<file path="src/hdl/afc_pkg.sv">
// Package for the ASTM frame checker: control characters, status codes,
// line-state and result structs, and the hex-digit decode helper.
// Used by every module of the block; depends on nothing.
package afc_pkg;

    // Control characters
    localparam logic [7:0] CH_STX = 8'h02;
    localparam logic [7:0] CH_ETX = 8'h03;
    localparam logic [7:0] CH_ENQ = 8'h05;
    localparam logic [7:0] CH_LF  = 8'h0A;
    localparam logic [7:0] CH_CR  = 8'h0D;
    localparam logic [7:0] CH_ETB = 8'h17;
    localparam logic [7:0] CH_0   = 8'h30;
    localparam logic [7:0] CH_A   = 8'h41;
    localparam logic [7:0] CH_F   = 8'h46;

    // Line limits
    localparam int unsigned COUNT_W   = 9;
    localparam logic [COUNT_W-1:0] COUNT_MAX = 9'd511;
    localparam logic [COUNT_W-1:0] MAX_LINE  = 9'd255;
    localparam logic [7:0] FLOOR_LEN   = 8'd5;
    localparam logic [7:0] MIN_LEN_RST = 8'd10;
    localparam logic [2:0] FRAME_NUM_RST = 3'd1;

    // Verdict codes
    localparam logic [2:0] ST_OK        = 3'd0;
    localparam logic [2:0] ST_SHORT     = 3'd1;
    localparam logic [2:0] ST_FRAMING   = 3'd2;
    localparam logic [2:0] ST_FRAME_NUM = 3'd3;
    localparam logic [2:0] ST_CHECKSUM  = 3'd4;
    localparam logic [2:0] ST_LONG      = 3'd5;

    // Stream widths
    localparam int unsigned OUT_DATA_W = 24;

    // Accumulated state of the line in progress; tail[0] is the oldest byte
    typedef struct packed {
        logic [COUNT_W-1:0] count;
        logic [7:0]         sum;
        logic [2:0][7:0]    head;
        logic [3:0][7:0]    tail;
    } t_line_state;

    // One verdict
    typedef struct packed {
        logic [2:0] status;
        logic       cont;
        logic [2:0] frame_num;
        logic [7:0] record_type;
        logic [7:0] frame_len;
    } t_result;

    // Decode a hex character, keeping the low nibble only
    function automatic logic [3:0] hex_nibble(input logic [7:0] c);
        logic [7:0] v;
        if (c >= CH_A && c <= CH_F) begin
            v = c - CH_A + 8'd10;
        end else begin
            v = c - CH_0;
        end
        return v[3:0];
    endfunction

endpackage

</file>
<file path="src/hdl/afc_line_acc.sv">
// Line accumulator: byte count, running checksum, first three and last
// four bytes of the line in progress. Depends on afc_pkg.
module afc_line_acc (
    input  logic                 i_clk,
    input  logic                 i_rst_n,
    input  logic                 i_en,
    input  logic [7:0]           i_byte,
    output afc_pkg::t_line_state o_state
);

    afc_pkg::t_line_state r_state;
    afc_pkg::t_line_state n_state;

    // Work out the next line state for one byte
    always_comb begin
        n_state = r_state;
        if (i_en) begin
            if (i_byte == afc_pkg::CH_LF) begin
                n_state = '0;
            end else if (!(r_state.count == '0 && i_byte == afc_pkg::CH_ENQ)) begin
                if (r_state.count < 9'd3) begin
                    n_state.head[r_state.count[1:0]] = i_byte;
                end
                if (r_state.count != '0) begin
                    n_state.sum = r_state.sum + i_byte;
                end
                n_state.tail = {i_byte, r_state.tail[3:1]};
                if (r_state.count != afc_pkg::COUNT_MAX) begin
                    n_state.count = r_state.count + 9'd1;
                end
            end
        end
    end

    // Hold the line state
    always_ff @(posedge i_clk) begin
        if (!i_rst_n) begin
            r_state <= '0;
        end else begin
            r_state <= n_state;
        end
    end

    assign o_state = r_state;

endmodule

</file>
<file path="src/hdl/afc_verdict.sv">
// Verdict logic: judges a finished line against the minimum and maximum length, the
// framing rules, the expected frame number and the checksum. Depends on afc_pkg.
module afc_verdict #(
    parameter logic [afc_pkg::COUNT_W-1:0] MAX_LINE = afc_pkg::MAX_LINE
) (
    input  afc_pkg::t_line_state i_state,
    input  logic [7:0]           i_min_len,
    input  logic [2:0]           i_frame_num,
    output afc_pkg::t_result     o_result
);

    logic [7:0] min_len;
    logic [7:0] given;
    logic [7:0] calc;
    logic       framing_ok;

    assign min_len = (i_min_len < afc_pkg::FLOOR_LEN) ? afc_pkg::FLOOR_LEN : i_min_len;
    assign given   = {afc_pkg::hex_nibble(i_state.tail[1]),
                      afc_pkg::hex_nibble(i_state.tail[2])};
    assign calc    = i_state.sum - i_state.tail[1] - i_state.tail[2] - i_state.tail[3];
    assign framing_ok = (i_state.head[0] == afc_pkg::CH_STX)
                     && (i_state.tail[3] == afc_pkg::CH_CR)
                     && (i_state.tail[0] == afc_pkg::CH_ETX
                         || i_state.tail[0] == afc_pkg::CH_ETB);

    // Apply the checks in priority order
    always_comb begin
        priority if (i_state.count < {1'b0, min_len}) begin
            o_result.status = afc_pkg::ST_SHORT;
        end else if (i_state.count > MAX_LINE) begin
            o_result.status = afc_pkg::ST_LONG;
        end else if (!framing_ok) begin
            o_result.status = afc_pkg::ST_FRAMING;
        end else if (i_state.head[1] != ({5'd0, i_frame_num} + afc_pkg::CH_0)) begin
            o_result.status = afc_pkg::ST_FRAME_NUM;
        end else if (given != calc) begin
            o_result.status = afc_pkg::ST_CHECKSUM;
        end else begin
            o_result.status = afc_pkg::ST_OK;
        end
    end

    assign o_result.cont        = (i_state.count >= 9'd4)
                               && (i_state.tail[0] == afc_pkg::CH_ETB);
    assign o_result.frame_num   = i_frame_num;
    assign o_result.record_type = i_state.head[2];
    assign o_result.frame_len   = (i_state.count > 9'd255) ? 8'hFF : i_state.count[7:0];

endmodule

</file>
<file path="src/hdl/astm_frame_checker_unit.sv">
// The LF byte passes the input register, then its verdict the result register.
// Throughput: one byte per cycle; non-LF bytes never wait on the master side,
// an LF byte waits only while a previous verdict is still held there.
// Reset (synchronous, active low) sets expected frame number 1, minimum length 10,
// clears the line state and drops both valid flags.
// Top level of the ASTM frame checker. Depends on afc_pkg, afc_line_acc, afc_verdict.
module astm_frame_checker_unit #(
    parameter logic [afc_pkg::COUNT_W-1:0] MAX_LINE = afc_pkg::MAX_LINE
) (
    input  logic                            i_clk,
    input  logic                            i_rst_n,
    input  logic                            i_cfg_we,
    input  logic [7:0]                      i_cfg_wdata,   // min_frame_length
    input  logic                            s_axis_tvalid,
    output logic                            s_axis_tready,
    input  logic [7:0]                      s_axis_tdata,  // [7:0] rx_byte
    output logic                            m_axis_tvalid,
    input  logic                            m_axis_tready,
    // [2:0] frame_status, [5:3] frame_number, [13:6] record_type,
    // [21:14] frame_length, [23:22] zero
    output logic [afc_pkg::OUT_DATA_W-1:0]  m_axis_tdata,
    output logic                            m_axis_tuser   // continued
);

    logic                 r_in_valid;
    logic [7:0]           r_in_byte;
    logic [7:0]           r_min_len;
    logic [2:0]           r_frame_num;
    logic                 r_out_valid;
    afc_pkg::t_result     r_out;
    afc_pkg::t_line_state line_state;
    afc_pkg::t_result     result;
    logic                 in_is_lf;
    logic                 out_free;
    logic                 proc_en;

    assign in_is_lf = (r_in_byte == afc_pkg::CH_LF);
    assign out_free = !r_out_valid || m_axis_tready;
    assign proc_en  = r_in_valid && (!in_is_lf || out_free);
    assign s_axis_tready = !r_in_valid || proc_en;

    // Input register
    always_ff @(posedge i_clk) begin
        if (!i_rst_n) begin
            r_in_valid <= 1'b0;
        end else if (s_axis_tready) begin
            r_in_valid <= s_axis_tvalid;
        end
    end

    always_ff @(posedge i_clk) begin
        if (s_axis_tready && s_axis_tvalid) begin
            r_in_byte <= s_axis_tdata;
        end
    end

    // Configuration register
    always_ff @(posedge i_clk) begin
        if (!i_rst_n) begin
            r_min_len <= afc_pkg::MIN_LEN_RST;
        end else if (i_cfg_we) begin
            r_min_len <= i_cfg_wdata;
        end
    end

    afc_line_acc u_line_acc (
        .i_clk   (i_clk),
        .i_rst_n (i_rst_n),
        .i_en    (proc_en),
        .i_byte  (r_in_byte),
        .o_state (line_state)
    );

    afc_verdict #(
        .MAX_LINE (MAX_LINE)
    ) u_verdict (
        .i_state     (line_state),
        .i_min_len   (r_min_len),
        .i_frame_num (r_frame_num),
        .o_result    (result)
    );

    // Expected frame number: reset on ENQ between lines, advance on a good frame
    always_ff @(posedge i_clk) begin
        if (!i_rst_n) begin
            r_frame_num <= afc_pkg::FRAME_NUM_RST;
        end else if (proc_en) begin
            if (in_is_lf) begin
                if (result.status == afc_pkg::ST_OK) begin
                    r_frame_num <= r_frame_num + 3'd1;
                end
            end else if (line_state.count == '0 && r_in_byte == afc_pkg::CH_ENQ) begin
                r_frame_num <= afc_pkg::FRAME_NUM_RST;
            end
        end
    end

    // Result register
    always_ff @(posedge i_clk) begin
        if (!i_rst_n) begin
            r_out_valid <= 1'b0;
        end else if (proc_en && in_is_lf) begin
            r_out_valid <= 1'b1;
        end else if (m_axis_tready) begin
            r_out_valid <= 1'b0;
        end
    end

    always_ff @(posedge i_clk) begin
        if (proc_en && in_is_lf) begin
            r_out <= result;
        end
    end

    assign m_axis_tvalid = r_out_valid;
    assign m_axis_tdata  = {2'b00, r_out.frame_len, r_out.record_type,
                            r_out.frame_num, r_out.status};
    assign m_axis_tuser  = r_out.cont;

endmodule

</file>
<file path="config.mk">
export PLATFORM = sky130hd
export DESIGN_NAME = astm_frame_checker_unit
export DESIGN_NICKNAME = d
export VERILOG_FILES = /design/src/hdl/afc_pkg.sv /design/src/hdl/afc_line_acc.sv /design/src/hdl/afc_verdict.sv /design/src/hdl/astm_frame_checker_unit.sv
export SDC_FILE = /design/constraint.sdc
export NUM_CORES = 1
export LEC_CHECK = 0
export BUFFER_PORTS_ARGS = -buffer_cell sky130_fd_sc_hd__buf_2
export CELL_PAD_IN_SITES_DETAIL_PLACEMENT = 1
export CELL_PAD_IN_SITES_GLOBAL_PLACEMENT = 2
export CORE_MARGIN = 2
export CORE_UTILIZATION = 30
export DETAILED_ROUTE_END_ITERATION = 8
export GPL_TIMING_DRIVEN = 1
export PLACE_DENSITY = 0.69
export SYNTH_ARGS = -nofsm -noshare
export SYNTH_HDL_FRONTEND = slang
export SYNTH_SLANG_ARGS = --single-unit
</file>
<file path="constraint.sdc">
create_clock -name i_clk -period 4.6 [get_ports i_clk]
set_clock_uncertainty 0.1 [all_clocks]
set_input_delay 0.23 -clock i_clk [delete_from_list [all_inputs] [get_ports i_clk]]
set_output_delay 0.23 -clock i_clk [all_outputs]
set_load 0.005 [all_outputs]
</file>
; Yosys cells after proc, flatten, opt, wreduce, memory -nomap -nowiden
; Cells that the tools add are included.
[word_totals]
out_inout_bits = 27
memories = 0
ram_bits = 0
latch_bits = 0
ff_bits = 117
romBits = 0
word_cells = 105
[op_classes]
shifts = 0
eq_ne = 11
div = 0
n_reduce_logical = 30
muxes = 21
n_bitwise = 0
n_addsub = 13
n_lt_le_gt_ge = 11
multipliers = 0
[op_table]
columns = cell, n
row1 = 2-to-1 mux 73 bit, 2
row2 = bitwise mux 24 bit, 1
row3 = 2-to-1 mux 24 bit, 1
row4 = 2-to-1 mux 3 bit, 8
row5 = 2-to-1 mux 8 bit, 3
row6 = subtractor 8 bit, 3
row7 = demux 8 bit (select 2 bit), 1
row8 = == test 8 x 2 -> 1 bit (second input constant), 2
row9 = == test 8 x 4 -> 1 bit (second input constant), 2
row10 = greater-or-equal comparator 8 x 7 -> 1 bit (second input constant), 2
row11 = <= comparator 8 x 7 -> 1 bit (second input constant), 2
row12 = != test 8 bit, 2
row13 = subtractor 4 x 1 -> 4 bit (second input constant), 4
row14 = AND reduction 3 bit, 4
row15 = logical AND 1 bit, 10
row16 = nonzero test 2 bit, 5
row17 = adder 9 x 1 -> 9 bit (second input constant), 1
row18 = greater-or-equal comparator 9 x 3 -> 1 bit (second input constant), 1
row19 = greater-than comparator 9 x 8 -> 1 bit (second input constant), 1
row20 = zero test 9 bit, 1
row21 = < comparator 9 x 2 -> 1 bit (second input constant), 1
row22 = < comparator 9 x 8 -> 1 bit, 1
row23 = 2-to-1 mux 9 bit, 1
row24 = != test 9 bit (second input constant), 1
row25 = 18 further kinds, 26

; Longest topological paths before layout
[logic_depth]
ltp_word = 12
ltp_mapped = 13
ltp_nobuf = 13

; Cells and area by module
; From an unflattened synthesis, not the netlist that was laid out.
[hier_totals]
hier_cells = 669
hier_area_um2 = 6411.1
[modules_own_cells]
columns = module, seq_area_each_um2, area_per_inst_um2, cells_per_inst, n_inst
row1 = afc_line_acc, 1461.4, 3278.1, 371, 1
row2 = astm_frame_checker_unit, 1191.1, 1584.0, 100, 1
row3 = afc_verdict, 0.0, 1549.0, 198, 1

; Worst setup path before layout
; Ideal clock, no wire load.
[synth_timing]
kind = reg-to-reg
startpoint = register u_line_acc.r_state, in the netlist u_line_acc.o_state[8]
endpoint = register r_frame_num[0]
synth_period_minus_slack_ns = 3.883
arrival_ns = 3.655
setup_slack_ns = 0.717
setup_time_ns = 0.128
stages_incl_launch_ff = 13
path_cell_list = dfxtp_1 ha_1 fa_1 fa_1 fa_1 xnor2_1 xnor2_1 xnor2_1 a31oi_1 or4_4 o41ai_4 and4_1 o21ai_1
[synth_between]
elab_chain_cells = 12
word_cells_on_any_way = 19
cone_classes = 6 x add/sub / 2 x order compare / 2 x eq/ne / 6 x mux / 3 x reduce/logical
[synth_lines]
columns = element, line
row1 = "start, declared", afc_line_acc.sv:11  ; afc_pkg::t_line_state r_state;
row2 = "start signal, assigned", afc_line_acc.sv:40  ; r_state <= n_state;
row3 = "subtractor 8 bit, or another cell as far along (2 in a row)", afc_verdict.sv:20  ; assign calc = i_state.sum - i_state.tail[1] - i_state.tail[2] - i_state.tail[3];
row4 = subtractor 8 bit / 2-to-1 mux 4 bit (equally long branches), "afc_verdict.sv:20, afc_pkg.sv:56"
row5 = != test 8 bit (*), afc_verdict.sv:36  ; end else if (given != calc) begin
row6 = 2-to-1 mux 3 bit (*), afc_verdict.sv:36
row7 = 2-to-1 mux 3 bit (*), afc_verdict.sv:34  ; end else if (i_state.head[1] != ({5'd0, i_frame_num} + afc_pkg::CH_0)) begin
row8 = 2-to-1 mux 3 bit (*), afc_verdict.sv:32  ; end else if (!framing_ok) begin
row9 = 2-to-1 mux 3 bit (*), afc_verdict.sv:30  ; end else if (i_state.count > MAX_LINE) begin
row10 = 2-to-1 mux 3 bit (*), afc_verdict.sv:28  ; priority if (i_state.count < {1'b0, min_len}) begin
row11 = zero test 3 bit (*), astm_frame_checker_unit.sv:89  ; if (result.status == afc_pkg::ST_OK) begin
row12 = != test 2 x 1 -> 1 bit (no line) (*), -
row13 = AND reduction 3 bit (no line) (*), -
row14 = "end signal, assigned", astm_frame_checker_unit.sv:86  ; r_frame_num <= afc_pkg::FRAME_NUM_RST;
row15 = "end signal, assigned", astm_frame_checker_unit.sv:90  ; r_frame_num <= r_frame_num + 3'd1;
row16 = "end signal, assigned", astm_frame_checker_unit.sv:93  ; r_frame_num <= afc_pkg::FRAME_NUM_RST;
row17 = "end, declared", astm_frame_checker_unit.sv:28  ; logic [2:0] r_frame_num;
; Every way passes the cells marked *; elsewhere a longest branch is shown, timed or not.
; A chain may end at the register's enable or synchronous reset.

; Worst setup path in the final report
[layout_timing]
startpoint = register u_line_acc.r_state, in the netlist u_line_acc.o_state[16]
endpoint = register r_frame_num[0]
[layout_between]
elab_chain_cells = 12
word_cells_on_any_way = 18
cone_classes = 5 x add/sub / 2 x order compare / 2 x eq/ne / 6 x mux / 3 x reduce/logical
[layout_lines]
columns = element, line
row1 = branches (longest 3 deep; another with subtractor 8 bit), -
row2 = != test 8 bit (*), afc_verdict.sv:36
row3 = 2-to-1 mux 3 bit (*), afc_verdict.sv:36
row4 = 2-to-1 mux 3 bit (*), afc_verdict.sv:34
row5 = 2-to-1 mux 3 bit (*), afc_verdict.sv:32
row6 = 2-to-1 mux 3 bit (*), afc_verdict.sv:30
row7 = 2-to-1 mux 3 bit (*), afc_verdict.sv:28
row8 = zero test 3 bit (*), astm_frame_checker_unit.sv:89
row9 = != test 2 x 1 -> 1 bit (no line) (*), -
row10 = AND reduction 3 bit (no line) (*), -
; Mark *: on every way between the ends.

==> out/results.tsv <==
stage	metric	value	unit
floorplanning	die_y	149	um
floorplanning	start_util	30.8	%
cts	numCtsBuffers	17	
final_layout	stdcell_area	7530	sq um
critical_path	r2r_slack	0.39	ns
floorplanning	die_area	22100	sq um
placement	place_inst	956	
timing	slew_viol_final	0	
power_and_ir_drop	power.leakage	3.00	nW
yosys	synth_edf_count	31	
critical_path	cp_data_arrival_time	4.39	ns
power_and_ir_drop	p_switching	0.735	mW
hold_path	hold_path_end	m_axis_tvalid	
global_route	grt_max_degree	61	
route	finalWirelength	17600	um
critical_path	cpPeakStageDelay	0.53	ns
global_route	grt_usage	16.9	%
critical_path	cp_slowest_cell	or4_4	
route	vias	4912	
final_layout	num-nets-final	795	
critical_path	critPathLaunchType	flop	
critical_path	crit_type	reg2reg	
global_route	grt_pass1_wl	28400	um
yosys	yosysSeqAreaShare	42.2	%
placement	gp_congestion	0.826	
floorplanning	io_pins	48	
critical_path	cp.required	4.78	ns
timing	rsz0062_at_grt	no	
timing	period_share	91.6	%
placement	portBuffers	45	
yosys	syn-cell-area	6280	sq um
cts	clock_latency	0.43	ns
critical_path	crit_fanout	6	
floorplanning	core	20400	sq um
final_layout	area_delta_synth_final	20.0	%
yosys	yosysTopAreaCell	dfxtp_1	
route	drt_iter0_drc	162	
timing	worst_pin_slew	1.16	ns
yosys	async_flop_share	0	%
final_layout	diodes	0	
power_and_ir_drop	p_clk_share	46.6	%
global_route	antenna_found_initial	1	
cts	cts_resized	0	
global_route	grt_pass1_vias	5225	
power_and_ir_drop	p_per_area	359	nW/um^2
placement	post-place-ws	0.439	ns
cts	cts.reportedPaths.clkPinSlew	0.06	ns
run_status	status	finished clean	
yosys	yosysWarnings	0	
yosys	avgSynthCellArea	9.55	sq um
critical_path	r2r-end	r_frame_num[0]	
timing	final.setup.tns	0	ns
power_and_ir_drop	sw_frac_of_total	27.2	%
final_layout	drive_above_1_share	13.1	%
power_and_ir_drop	p_total	2.70	mW
timing	relSlewSlack	22.5	%
yosys	synth_top_area_share	27.4	%
yosys	synth_area_leaders	dfxtp_1, edfxtp_1, ha_1, fa_1, nor2b_1	
timing	setup_slack	0.387	ns
yosys	ys_ff_latch	117	
global_route	grt_overflow	0	
yosys	synthFlopType	dfxtp_1	
timing	max_freq	0.237	GHz
route	drc_errors	0	
timing	finalHoldViolCount	0	
run	max_cap_violations	0	
yosys	syn_inst	658	
route	post_drt_wl_per_cell	17.5	um
placement	dp_hpwl	12700	um
hold_path	holdPathStages	4	
critical_path	worst_setup_path_end_kind	flop	
yosys	yosysUniqueCellTypes	62	
critical_path	r2r_cells	12	
critical_path	critical_path_buf_inv_count	0	
final_layout	fin_cells	1005	
timing	worst_hold_slack	0.0954	ns
power_and_ir_drop	ir_worst_vdd	0.250	mV
power_and_ir_drop	internal_power	1.97	mW
placement	placed_area	6810	sq um
hold_path	hp-class	in2reg	
timing	setup_viol	0	
critical_path	crit_chain	ha_1, fa_1, fa_1, fa_1, xnor2_1, xnor2_1, xnor2_1, a31oi_1, or4_4, o41ai_4, and4_1, o21ai_1	
timing	period_needed	4.21	ns
cts	cts_buffer_depth	2	
route	final_antenna_net_count	0	
hold_path	min_from	m_axis_tready	
cts	cts_tree	built	
critical_path	r2r_start	u_line_acc.o_state[16]	
final_layout	final_core_util	37.0	%
power_and_ir_drop	p_comb_share	12.0	%
route	routed_via_density	4.89	
floorplanning	rows	52	
power_and_ir_drop	pwr-share-seq	41.4	%
cts	cts-htree-levels	4	
route	drt_first_pass_iters	4	
cts	cts_root_buffer	clkbuf_16	
cts	clock-sinks	117	
critical_path	critPathTopFamily	adder cells	
floorplanning	fp.dieW	149	um
-- cells in the final DEF, fill, tap and decap left out, types with 15 or more instances in the layout --
| master | instances |
|---|---|
| a21oi_1 | 39 |
| buf_2 | 45 |
| clkbuf_16 | 17 |
| dfxtp_1 | 86 |
| dlygate4sd3_1 | 17 |
| edfxtp_1 | 31 |
| fa_1 | 15 |
| ha_1 | 37 |
| inv_1 | 50 |
| mux2i_1 | 19 |
| nand2_1 | 38 |
| nor2_1 | 69 |
| nor2b_1 | 47 |
| nor3_1 | 17 |
| xnor2_1 | 21 |
-- worst min-delay path, stage by stage --
cell	delay, ns
buf_2	0.07
nor2b_1	0.09
inv_1	0.09
a21boi_0	0.09
-- power groups by stage --
stage	Combinational (mW)	Sequential (mW)	Clock, mW
floorplan	0.241	1.12	0
global placement	0.299	1.14	0
detailed placement	0.310	1.14	0
CTS	0.325	1.12	1.29
global route	0.362	1.12	1.34
finish	0.324	1.12	1.26
-- cell usage after synthesis (3+ instances only) --
cell type,number
and4_1,5
nand4_1,8
nand3b_1,3
a31oi_1,6
a21boi_0,3
a22oi_1,14
edfxtp_1,31
nor4_1,6
fa_1,15
ha_1,37
a2bb2oi_1,3
a32oi_1,5
or4_1,4
a21o_1,5
o21a_1,3
o211ai_1,4
a21boi_1,4
xor2_1,11
o21ai_0,11
nand2b_1,6
nor3_1,17
nor2_1,69
nand2_1,38
o21ai_1,3
nand3_1,14
clkbuf_1,21
dfxtp_1,86
xnor2_1,21
inv_1,50
or2_2,6
and2_1,11
nor2b_1,47
mux2i_1,19
a21oi_1,39
-- flip-flops by register name (all words and copies together), names as in the netlist --
register / count
r_min_len: 8
u_line_acc.o_state: 73
r_in_valid: 1
m_axis_tdata: 22
m_axis_tuser: 1
r_frame_num: 3
r_in_byte: 8
m_axis_tvalid: 1
-- worst max path at each step --
| stage | cells past startpoint | slack [ns] | to | from |
|---|---|---|---|---|
| after global placement | 12 | 0.56 | r_frame_num[0] | u_line_acc.o_state[16] |
| after global routing | 12 | 0.20 | r_frame_num[0] | u_line_acc.o_state[16] |
| after CTS | 12 | 0.39 | r_frame_num[0] | u_line_acc.o_state[16] |
| after floorplan | 12 | 0.72 | r_frame_num[0] | u_line_acc.o_state[8] |
| after detailed placement | 12 | 0.44 | r_frame_num[0] | u_line_acc.o_state[16] |
| final | 12 | 0.39 | r_frame_num[0] | u_line_acc.o_state[16] |
-- routing by layer --
layer / vias up / part of all wire (%) / GRT usage, %
met2: 67 / 47 / 28.1
met1: 2422 / 48 / 21.8
met3: 16 / 3.3 / 4.23
met4: 0 / 1.0 / 4.71
li1: 2407 / - / -
met5: - / 0 / 0
-- layout make-up --
class                   count  area, sq um
multi-input cells         468         3360
clock inverters            14          130
clock buffers              18          429
well taps                 270          338
flip-flops and latches    117         2650
inverters                  50          188
fillers                  2308        12800
repair buffers             68          440
-- cell families (layout without fill, tap and decap cells) --
family	count (synthesis)	after routing	synth area share [%]
AO/OA/AOI/OAI	114	114	12.3
XOR/XNOR	32	32	4.46
adder cells (fa/ha/maj)	52	52	12.2
buffers and inverters	74	150	4.56
flip-flops	117	117	42.2
multiplexers	19	19	3.03
other	1	2	0.0597
AND/OR/NAND/NOR	249	249	21.2
-- what timing repair did --
| item | CTS | global route |
|---|---|---|
| endpoints found under the setup margin | 0 | 0 |
| hold buffers | 17 | 0 |
| hold endpoints to repair | 17 | 0 |
| buffers inserted | 0 | 0 |
Power figures use the tool's default switching activity.
